File: config.mk
export PLATFORM = sky130hd
export DESIGN_NAME = pall_ctrl
export DESIGN_NICKNAME = d
export VERILOG_FILES = /design/src/sv/pall_pkg.sv /design/src/sv/pall_ctrl.sv
export SDC_FILE = /design/constraint.sdc
export NUM_CORES = 1
export LEC_CHECK = 0
export ABC_CLOCK_PERIOD_IN_PS = 2000
export BUFFER_PORTS_ARGS = -buffer_cell sky130_fd_sc_hd__buf_2
export CELL_PAD_IN_SITES_DETAIL_PLACEMENT = 1
export CELL_PAD_IN_SITES_GLOBAL_PLACEMENT = 1
export CORE_MARGIN = 8
export CORE_UTILIZATION = 35
export CTS_CLUSTER_DIAMETER = 30
export DETAILED_ROUTE_END_ITERATION = 8
export HOLD_SLACK_MARGIN = 0.15
export PLACE_DENSITY_LB_ADDON = 0.1
export SLEW_MARGIN = 30
export SYNTH_ARGS = -nofsm -noshare
export SYNTH_HDL_FRONTEND = slang
export SYNTH_SLANG_ARGS = --single-unit
File: constraint.sdc
create_clock -name clk_i -period 2 [get_ports clk_i]
set_clock_uncertainty 0.1 [all_clocks]
set_input_delay 0.2 -clock clk_i [delete_from_list [all_inputs] [get_ports clk_i]]
set_output_delay 0.2 -clock clk_i [all_outputs]
set_load 0.05 [all_outputs]
File: src/sv/pall_pkg.sv
package pall_pkg;

  typedef enum logic [2:0] {
    ST_APPENDED = 3'd0,
    ST_INSIDE   = 3'd1,
    ST_BEFORE   = 3'd2,
    ST_BEYOND   = 3'd3,
    ST_EMPTY    = 3'd4,
    ST_FULL     = 3'd5
  } status_e;

  localparam int unsigned CNT_W      = 6;
  localparam int unsigned SQ_STEPS   = 4;
  localparam int unsigned SUMSQ_W    = 68;
  localparam int unsigned ROOT_W     = 34;
  localparam int unsigned ROOT_STEPS = 34;
  localparam int unsigned RREM_W     = 36;
  localparam int unsigned LEN_W      = 48;

  typedef struct packed {
    logic signed [31:0] x;
    logic signed [31:0] y;
    logic signed [31:0] z;
    logic [15:0]        tag;
    logic [47:0]        offset;
    logic [47:0]        len;
  } point_t;

  typedef struct packed {
    logic accept;
    logic rd_prev;
    logic sq_step;
    logic root_init;
    logic root_step;
    logic wr_point;
    logic srch_issue;
    logic srch_update;
    logic rd_a;
    logic rd_b;
    logic div_init;
    logic div_step;
    logic load_out;
  } cmd_t;

  typedef struct packed {
    logic is_query;
    logic empty;
    logic full;
    logic sq_last;
    logic root_last;
    logic div_last;
    logic srch_done;
    logic out_busy;
  } sts_t;

endpackage

File: src/sv/pall_ctrl.sv
module pall_ctrl (
  input  logic          clk_i,
  input  logic          rst_ni,
  input  logic          in_valid_i,
  output logic          in_stall_o,
  input  pall_pkg::sts_t sts_i,
  output pall_pkg::cmd_t cmd_o
);
  import pall_pkg::*;

  typedef enum logic [13:0] {
    S_IDLE    = 14'b00000000000001,
    S_DISP    = 14'b00000000000010,
    S_RDPREV  = 14'b00000000000100,
    S_SQ      = 14'b00000000001000,
    S_RTINIT  = 14'b00000000010000,
    S_ROOT    = 14'b00000000100000,
    S_WRITE   = 14'b00000001000000,
    S_SRCH    = 14'b00000010000000,
    S_SCMP    = 14'b00000100000000,
    S_RDA     = 14'b00001000000000,
    S_RDB     = 14'b00010000000000,
    S_DIVINIT = 14'b00100000000000,
    S_DIV     = 14'b01000000000000,
    S_FIN     = 14'b10000000000000
  } state_e;

  state_e state_q, state_d;

  always_comb begin
    state_d = state_q;
    cmd_o   = '0;
    case (state_q)
      S_IDLE: begin
        if (in_valid_i) begin
          cmd_o.accept = 1'b1;
          state_d      = S_DISP;
        end
      end
      S_DISP: begin
        if (sts_i.is_query) begin
          state_d = sts_i.empty ? S_FIN : S_SRCH;
        end else if (sts_i.full) begin
          state_d = S_FIN;
        end else begin
          state_d = sts_i.empty ? S_WRITE : S_RDPREV;
        end
      end
      S_RDPREV: begin
        cmd_o.rd_prev = 1'b1;
        state_d       = S_SQ;
      end
      S_SQ: begin
        cmd_o.sq_step = 1'b1;
        if (sts_i.sq_last) state_d = S_RTINIT;
      end
      S_RTINIT: begin
        cmd_o.root_init = 1'b1;
        state_d         = S_ROOT;
      end
      S_ROOT: begin
        cmd_o.root_step = 1'b1;
        if (sts_i.root_last) state_d = S_WRITE;
      end
      S_WRITE: begin
        cmd_o.wr_point = 1'b1;
        state_d        = S_FIN;
      end
      S_SRCH: begin
        if (sts_i.srch_done) begin
          state_d = S_RDA;
        end else begin
          cmd_o.srch_issue = 1'b1;
          state_d          = S_SCMP;
        end
      end
      S_SCMP: begin
        cmd_o.srch_update = 1'b1;
        state_d           = S_SRCH;
      end
      S_RDA: begin
        cmd_o.rd_a = 1'b1;
        state_d    = S_RDB;
      end
      S_RDB: begin
        cmd_o.rd_b = 1'b1;
        state_d    = S_DIVINIT;
      end
      S_DIVINIT: begin
        cmd_o.div_init = 1'b1;
        state_d        = S_DIV;
      end
      S_DIV: begin
        cmd_o.div_step = 1'b1;
        if (sts_i.div_last) state_d = S_FIN;
      end
      S_FIN: begin
        if (!sts_i.out_busy) begin
          cmd_o.load_out = 1'b1;
          state_d        = S_IDLE;
        end
      end
      default: state_d = S_IDLE;
    endcase
  end

  always_ff @(posedge clk_i or negedge rst_ni) begin
    if (!rst_ni) begin
      state_q <= S_IDLE;
    end else begin
      state_q <= state_d;
    end
  end

  assign in_stall_o = (state_q != S_IDLE);

endmodule

Yosys cells after proc, flatten, opt, wreduce, memory -nomap -nowiden --
Cells that the tools add are included.
Word-level totals: register bits after elaboration 14, input port bits 11, output and inout bits 14, word-level logic and storage cells 49
Operators by class: eq/ne operators 20, multiplexer cells 27, reductions and logical operators 1
Operator list (number):
- $pmux 14 s14 | 1
- $mux 14 | 8
- $mux 1 | 16
- $eq 14x1->1 const B | 1
- $eq 14x10->1 const B | 1
- $eq 14x11->1 const B | 1
- $eq 14x12->1 const B | 1
- $eq 14x13->1 const B | 1
- $eq 14x14->1 const B | 1
- $eq 14x2->1 const B | 1
- $eq 14x3->1 const B | 1
- $eq 14x4->1 const B | 1
- $eq 14x5->1 const B | 1
- $eq 14x6->1 const B | 1
- $eq 14x7->1 const B | 1
- $eq 14x8->1 const B | 1
- $eq 14x9->1 const B | 1
- $ne 14x1->1 const B | 1
- $mux 10 | 1
- $ne 2x2->1 const B | 5
- $mux 7 | 1
- $reduce_and 5->1 | 1

Longest topological paths before layout --
Gate-level depths: netlist (run 1).
depth in word-level cells 4, gate-level depth with buffers 5, depth with buffers taken out 4

Worst setup path before layout (run 1) --
OpenSTA, ideal clock, no wires.
path type flip-flop to output port, from register state_q[4], to output cmd_o[5] (netlist name), data arrival time 2.806 ns, required time 1.700 ns, path slack -1.106 ns, cell stages (with the launch flop) 4, buffers on the path 0, path through dfrtp_1 -> nor4_4 -> nand3_1 -> nor4b_1
RTL lines:
- start, declared | line pall_ctrl.sv:28 | state_e state_q, state_d;
- start signal, assigned | line pall_ctrl.sv:111 | state_q <= state_d;
- end, declared | line pall_ctrl.sv:7 | output pall_pkg::cmd_t cmd_o

Worst setup path in the final report (run 1) --
from register state_q[1], to register state_q[6]
On the way: longest elaborated chain between the ends 3, elaborated cells between the ends (all ways) 21, those cells by class 19 x eq/ne; 1 x mux; 1 x reduce/logical
Ends and longest elaborated chain:
- $eq 14x4->1, or another cell as far along | line pall_ctrl.sv:33 | case (state_q)
- $ne 2x2->1 (no line)
- $reduce_and 5->1 (no line)
Several ways; a longest one is shown, not always the timed one. A chain may end at the register's enable or synchronous reset.

==> reports/metrics.csv, run 1 <==
stage,metric,value,unit
sta,worst-margin pin slew,0.5795,ns
worst_setup_path,cell count along the critical path,5,
sta,Slew Limit Fails,0,
flow_run,Max-cap violations,0,
floorplan,die width,68.47,microns
synth,number of synthesized flops with an enable pin,0,
detailed_routing,Vias/cell,5.710,
worst_setup_path,critical path class,reg2reg,
clock_tree,CTS tree,done,
synth,Synth Cell Area,963.4,sq um
outcome,status,finished with violations,
detailed_routing,wire per inst,22.03,microns
clock_tree,clk_lat worst skew,0.29,ns
worst_setup_path,CP Buf/Inv Count,1,
synth,yosys warns,0,
clock_tree,clk root buf,clkbuf_4,
worst_setup_path,CP endpoint,state_q[6]$_DFFE_PN0P_,
worst_setup_path,worst-path maximum fanout,3,
floorplan,Core Region,2686,sq um
global_routing,gr usage total,17.84,%
outcome,failing checks,setup timing,
detailed_routing,final wirelength,4.561,mm
finish,total area of multi-input combinational cells,720.7,sq um
detailed_routing,vias post-DR,1182,
synth,top post-synthesis cells by area,"dfrtp_1 34%, nor4b_1 7.3%, nor2_1 5.1%, xor2_1 3.6%, nor3_4 3.4%",
worst_setup_path,reg-to-reg endpoint,state_q[6]$_DFFE_PN0P_,
placed_design,Final HPWL DP,2.650,mm
synth,Avg Inst Size Synth,9.539,sq um
floorplan,Rows,19,
finish,"most common cell after layout, fill and taps aside",buf_4,
sta,post-route minimum period,2.261,ns
global_routing,vias in the first global route,1211,
sta,Rel. slew slack,60.82,%
clock_tree,clock transition at the registers of the reported paths,0.11,ns
finish,number of fill cells in the layout,285,
worst_setup_path,"critical path, cell by cell",buf_4 > nor4b_1 > nand4_2 > or4b_1 > a211oi_2,
synth,post-synth top area share,33.77,%
finish,largest reg by FF count,state_q,
detailed_routing,"antenna viol nets, final",0,
clock_tree,clock buffer depth,2,
worst_setup_path,cell family with most CP delay,simple AND/OR/NAND/NOR gates,
placed_design,RD Place Congestion,0.8105,
clock_tree,total CTS buffers,3,
worst_setup_path,Reg2Reg Setup Slack,-0.26,ns
sta,FMAX,442.2,MHz
global_routing,initial antenna violation count,0,
floorplan,Starting Density,35.86,%
pwr,P_leak,0.0008176,uW
finish,Area Overhead vs Synth,86.23,%
worst_setup_path,R2R depth,5,
finish,Seq. cell area,355.3,sq um
global_routing,largest net degree at the start of global routing,15,
sta,Final period util,113.1,%
sta,RSZ-0062 raised after global routing,yes,
finish,max reg flops,14,
worst_setup_path,CP max stage cell,or4b_1,
finish,most frequent cells in the layout,"36 x buf_4, 17 x buf_6, 10 x buf_2, 10 x dfrtp_1, 9 x dlygate4sd3_1",
detailed_routing,drt initial violations,66,
pwr,Power Dens Cells,929.6,nW/um^2
global_routing,global-route wire length before repair,6.092,mm
worst_setup_path,Critical Path Source Type,flop,
synth,ys flop type,dfrtp_1,
floorplan,Die Y,68.47,microns
floorplan,# IOs,25,
finish,fraction of layout cells with a size suffix above 1,57.95,%
detailed_routing,Pre-Repair DR Iteration Count,4,
sta,Final Setup Violations,18,
clock_tree,total clock sinks,14,
synth,share of the yosys chip area belonging to registers,36.49,%
worst_setup_path,critical path capture point type,flop,
synth,syn nets,112,
worst_setup_path,WP data required,2.10,ns
worst_setup_path,Crit. Startpoint,state_q[1]$_DFFE_PN0P_,
synth,"flops & latches, synth",14,
pwr,Peak VDD IR,0.8020,mV
synth,Mapped Cells,101,
sta,WHS,0.2350,ns
global_routing,total grt overflow,0,
sta,final number of hold-violating endpoints,0,
finish,design area,1794,sq um
worst_setup_path,CP arrival,2.36,ns
synth,"FFs w/ async S/R, synth",100.0,%
floorplan,die area,4687,sq um
min_path,Hold Crit Class,in2async,
clock_tree,H-tree depth,1,
worst_setup_path,reg2reg start,state_q[1]$_DFFE_PN0P_,
synth,Synth area leader,dfrtp_1,
synth,synth unique cells,39,
finish,top flop regs,state_q x14,
placed_design,Post-DP Area,1311,sq um
finish,antenna fix cells,0,
sta,final setup margin,-0.2614,ns
worst_setup_path,Worst path max stage delay,0.56,ns
finish,Final Net Count,188,
placed_design,Buffers on Ports,24,
detailed_routing,number of remaining DRC errors,0,
[how the worst min path moves through the flow]
stage                                         end  startpoint  cells past startpoint  slack, ns
after floorplan           state_q[10]$_DFFE_PN0P_      rst_ni                      0      -0.20
after global placement    state_q[12]$_DFFE_PN0P_      rst_ni                      1       0.02
after detailed placement  state_q[12]$_DFFE_PN0P_      rst_ni                      1       0.03
after CTS                 state_q[12]$_DFFE_PN0P_    sts_i[2]                      3       0.20
after global routing      state_q[12]$_DFFE_PN0P_    sts_i[2]                      3       0.26
final                     state_q[12]$_DFFE_PN0P_      rst_ni                      2       0.24
[final cells by class]
type                    instances  area share, %
inverters                       3         0.6276
clock buffers                   4          2.022
repair buffers                 74          35.22
multi-input cells              81          40.17
flip-flops and latches         14          19.80
well taps                      31          2.162
[metrics by stage]
stage	worst slack, ns	instances	total power (uW)	utilization (%)	TNS [ns]
floorplan	-0.3372	101	794.4	-	-2.037
global placement	0.004682	171	1017	48.81	0
detailed placement	-0.001863	171	1032	48.81	-0.001863
CTS	-0.1583	192	1462	60.32	-1.001
global route	-0.2980	207	1734	66.79	-3.434
finish	-0.2614	207	1668	66.79	-1.969
[worst register-to-register path: cells and delay by family (launching register included)]
| family | cells | cell delay [ns] |
|---|---|---|
| simple gates | 3 | 1.25 |
| flops | 1 | 0.41 |
| compound gates | 1 | 0.27 |
| buf+inv | 1 | 0.13 |
[where the power goes]
| part | total, uW | leakage (uW) | internal (uW) | switching (uW) |
|---|---|---|---|---|
| Combinational | 1080 | 0.000610 | 519 | 560 |
| Clock | 223 | 0.0000210 | 111 | 112 |
| Sequential | 365 | 0.000186 | 321 | 44.5 |
| Total | 1670 | 0.000818 | 951 | 717 |
[per-layer routing]
layer	track usage [%]	vias up	wire length, microns
met2	33.22	33	2508
met3	3.928	12	197
met5	0	-	0
met4	6.905	0	145
met1	18.89	596	1709
li1	-	541	-
[cells by family (layout without fill, tap and decap cells)]
| kind of cell | after synthesis | count (layout) | share of synthesized area, % |
|---|---|---|---|
| AOI/OAI and AO/OA | 16 | 16 | 11.95 |
| xor gates and xnor gates | 4 | 4 | 3.636 |
| buffers and inverters | 6 | 81 | 4.285 |
| DFF | 14 | 14 | 36.49 |
| muxes | 1 | 1 | 1.039 |
| and+or+nand+nor | 60 | 60 | 42.60 |
[synth_stat cells (all sizes together) (2+ instances only)]
cell / count
o22ai: 3
nor4: 6
inv: 3
and3: 2
nand4: 5
nor3: 6
and4b: 2
buf: 3
or2: 2
nand3: 3
o21ai: 4
nand2b: 4
nand4b: 2
nor4b: 8
nand2: 4
nor2: 13
xor2: 4
dfrtp: 13
[repair_timing]
action,in CTS,in global routing
endpoints found under the hold margin,24,0
buffers inserted,8,15
setup endpoints to repair,16,18
hold buffers,9,0
pin swaps,10,12
gates resized for setup,36,12
(Power assumes the default switching activity.)
==> run 2, diff against run 1 <==
- CORE_UTILIZATION: 35 -> 33
- CTS_CLUSTER_SIZE: default -> 12
==> reports/metrics.csv, run 2 (same netlist as run 1, synthesis figures left out) <==
stage,metric,value,unit,change
global_routing,total grt overflow,0,,unchanged
min_path,Hold Path End,state_q[13]$_DFFE_PN0P_,,
finish,design area,1879,sq um,+4.7%
sta,Final Setup Violations,16,,-2
clock_tree,CTS tree,done,,
pwr,Peak VDD IR,0.8343,mV,+4.0%
sta,Rel. slew slack,68.59,%,+7.8 points
detailed_routing,vias post-DR,1231,,+4.1%
placed_design,RD Place Congestion,0.8205,,+1.2%
global_routing,initial antenna violation count,0,,unchanged
finish,post-layout util,68.15,%,+1.4 points
worst_setup_path,critical path capture point type,output pin,,
detailed_routing,Pre-Repair DR Iteration Count,4,,unchanged
detailed_routing,drt initial violations,49,,-26%
pwr,Design Power,1847,uW,+11%
finish,most frequent cells in the layout,"43 x buf_4, 15 x buf_6, 10 x buf_2, 10 x dfrtp_1, 8 x dlygate4sd3_1",,
sta,Final period util,111.7,%,-1.4 points
worst_setup_path,"critical path, cell by cell",nor4_4 > buf_4 > buf_4 > and4b_2 > nand2_2 > nor2_2 > buf_6,,
pwr,Power Dens Cells,982.9,nW/um^2,+5.7%
global_routing,largest net degree at the start of global routing,15,,unchanged
flow_run,Max-cap violations,0,,unchanged
clock_tree,total clock sinks,14,,unchanged
clock_tree,total CTS buffers,3,,unchanged
worst_setup_path,reg2reg start,state_q[6]$_DFFE_PN0P_,,
worst_setup_path,reg-to-reg endpoint,state_q[13]$_DFFE_PN0P_,,
sta,RSZ-0062 raised after global routing,yes,,
global_routing,vias in the first global route,1250,,+3.2%
sta,final number of hold-violating endpoints,0,,unchanged
clock_tree,clock transition at the registers of the reported paths,0.09,ns,-0.02 ns
finish,max reg flops,14,,unchanged
global_routing,gr usage total,17.03,%,-0.81 points
floorplan,die width,70.03,microns,+2.3%
finish,largest reg by FF count,state_q,,
floorplan,Core Region,2758,sq um,+2.7%
worst_setup_path,CP max stage cell,dfrtp_2,,
min_path,Worst Hold Launch,sts_i[0],,
worst_setup_path,cell repeated most along the worst path,buf_4,,
worst_setup_path,CP Buf/Inv Count,3,,+2
placed_design,placed cells,171,,unchanged
global_routing,global-route wire length before repair,6.665,mm,+9.4%
clock_tree,H-tree depth,1,,unchanged
sta,Slew Limit Fails,0,,unchanged
sta,FMAX,447.8,MHz,+1.3%
sta,final setup margin,-0.2333,ns,+0.02811 ns
worst_setup_path,WP data required,1.70,ns,-0.40 ns
worst_setup_path,CP arrival,1.93,ns,-0.43 ns
floorplan,die area,4904,sq um,+4.6%
sta,worst-margin pin slew,0.4668,ns,-0.1126 ns
sta,post-route minimum period,2.233,ns,-0.02811 ns
finish,top flop regs,state_q x14,,
pwr,P_leak,0.0008524,uW,+4.3%
worst_setup_path,Critical Path Source Type,flop,,
clock_tree,clk root buf,clkbuf_4,,
placed_design,Post-DP Area,1311,sq um,unchanged
placed_design,Final HPWL DP,2.618,mm,-1.2%
outcome,status,finished with violations,,
finish,antenna fix cells,0,,unchanged
floorplan,# IOs,25,,unchanged
detailed_routing,Vias/cell,5.807,,+1.7%
detailed_routing,number of remaining DRC errors,0,,unchanged
finish,Area Overhead vs Synth,95.06,%,
detailed_routing,"antenna viol nets, final",0,,unchanged
finish,"most common cell after layout, fill and taps aside",buf_4,,
min_path,Hold Crit Class,in2reg,,
worst_setup_path,worst-path maximum fanout,5,,+2
finish,Final Non-Filler Cells,212,,+2.4%
floorplan,Die Y,70.03,microns,+2.3%
worst_setup_path,cell family with most CP delay,simple AND/OR/NAND/NOR gates,,
worst_setup_path,Reg2Reg Setup Slack,-0.14,ns,+0.12 ns
min_path,Hold Path Depth,3,,
worst_setup_path,critical path class,reg2out,,
floorplan,Starting Density,34.94,%,-0.93 points
clock_tree,clk_lat worst skew,0.29,ns,about the same
finish,Final Net Count,193,,+2.7%
finish,fraction of layout cells with a size suffix above 1,62.43,%,+4.5 points
outcome,failing checks,setup timing,,
clock_tree,clock buffer depth,2,,unchanged
placed_design,Buffers on Ports,24,,unchanged
floorplan,Rows,19,,unchanged
detailed_routing,final wirelength,4.703,mm,+3.1%
sta,WHS,0.1658,ns,-0.06918 ns
worst_setup_path,R2R depth,8,,+3
detailed_routing,wire per inst,22.18,microns,+0.68%
worst_setup_path,Worst path max stage delay,0.46,ns,-0.10 ns
## run 2: cell types whose count changed in the layout (fill, tap and decap cells not counted), moves of 2 or more
cell,before,now
nor4_2,0,2
o22ai_2,2,0
nand2_1,3,1
nor4_1,3,1
buf_6,17,15
buf_4,36,43
## run 2: report_power, final
group | internal, uW | total (uW) | switching [uW]
Clock | 111 | 221 | 110
Combinational | 638 | 1260 | 623
Sequential | 319 | 366 | 46.4
Total | 1070 | 1850 | 779
## run 2: worst register-to-register path, stage by stage, from the launching register on
cell and delay (ns):
dfrtp_1 0.42, buf_4 0.14, buf_4 0.15, nor4b_1 0.38
nand4_1 0.23, buf_4 0.21, o22ai_1 0.17, buf_4 0.16
o31ai_1 0.08
## run 2: worst max path at each step
stage,endpoint,depth (start not counted),start,slack (ns)
floorplan,cmd_o[12],3,state_q[4]$_DFFE_PN0P_,-0.34
global placement,state_q[6]$_DFFE_PN0P_,5,state_q[1]$_DFFE_PN0P_,-0.001
detailed placement,state_q[6]$_DFFE_PN0P_,5,state_q[1]$_DFFE_PN0P_,0.01
CTS,cmd_o[5],5,state_q[4]$_DFFE_PN0P_,-0.11
global route,cmd_o[8],6,state_q[6]$_DFFE_PN0P_,-0.31
finish,cmd_o[0],7,state_q[3]$_DFFE_PN0P_,-0.23
## run 2: cell type report
type	count	area (sq um)
Tap cell	31	38.79
Timing Repair Buffer	79	666.9
Fill cell	287	878.3
Multi-Input combinational cell	81	770.7
Clock buffer	4	36.28
Inverter	3	11.26
Sequential cell	14	355.3
## run 2: timing repair
action | in CTS | in global routing
resized for setup | 39 | 19
buffers inserted | 17 | 14
pin swaps | 13 | 18
hold endpoints to repair | 23 | 0
hold buffers | 8 | 0
endpoints found under the setup margin | 16 | 18
## run 2: per-stage QoR
step                 TNS (ns)  worst slack [ns]
finish                 -1.843           -0.2333
global route           -3.172           -0.3113
CTS                   -0.6342           -0.1112
detailed placement          0           0.01484
global placement    -0.001177         -0.001177
floorplan              -2.037           -0.3372
## run 2: metal layers
metal / routed length (microns) / vias up / global-route usage (%)
met5: 0 / - / 0
met4: 183 / 0 / 6.920
met3: 180 / 16 / 3.955
met2: 2372 / 43 / 30.86
met1: 1967 / 623 / 18.44
li1: - / 549 / -
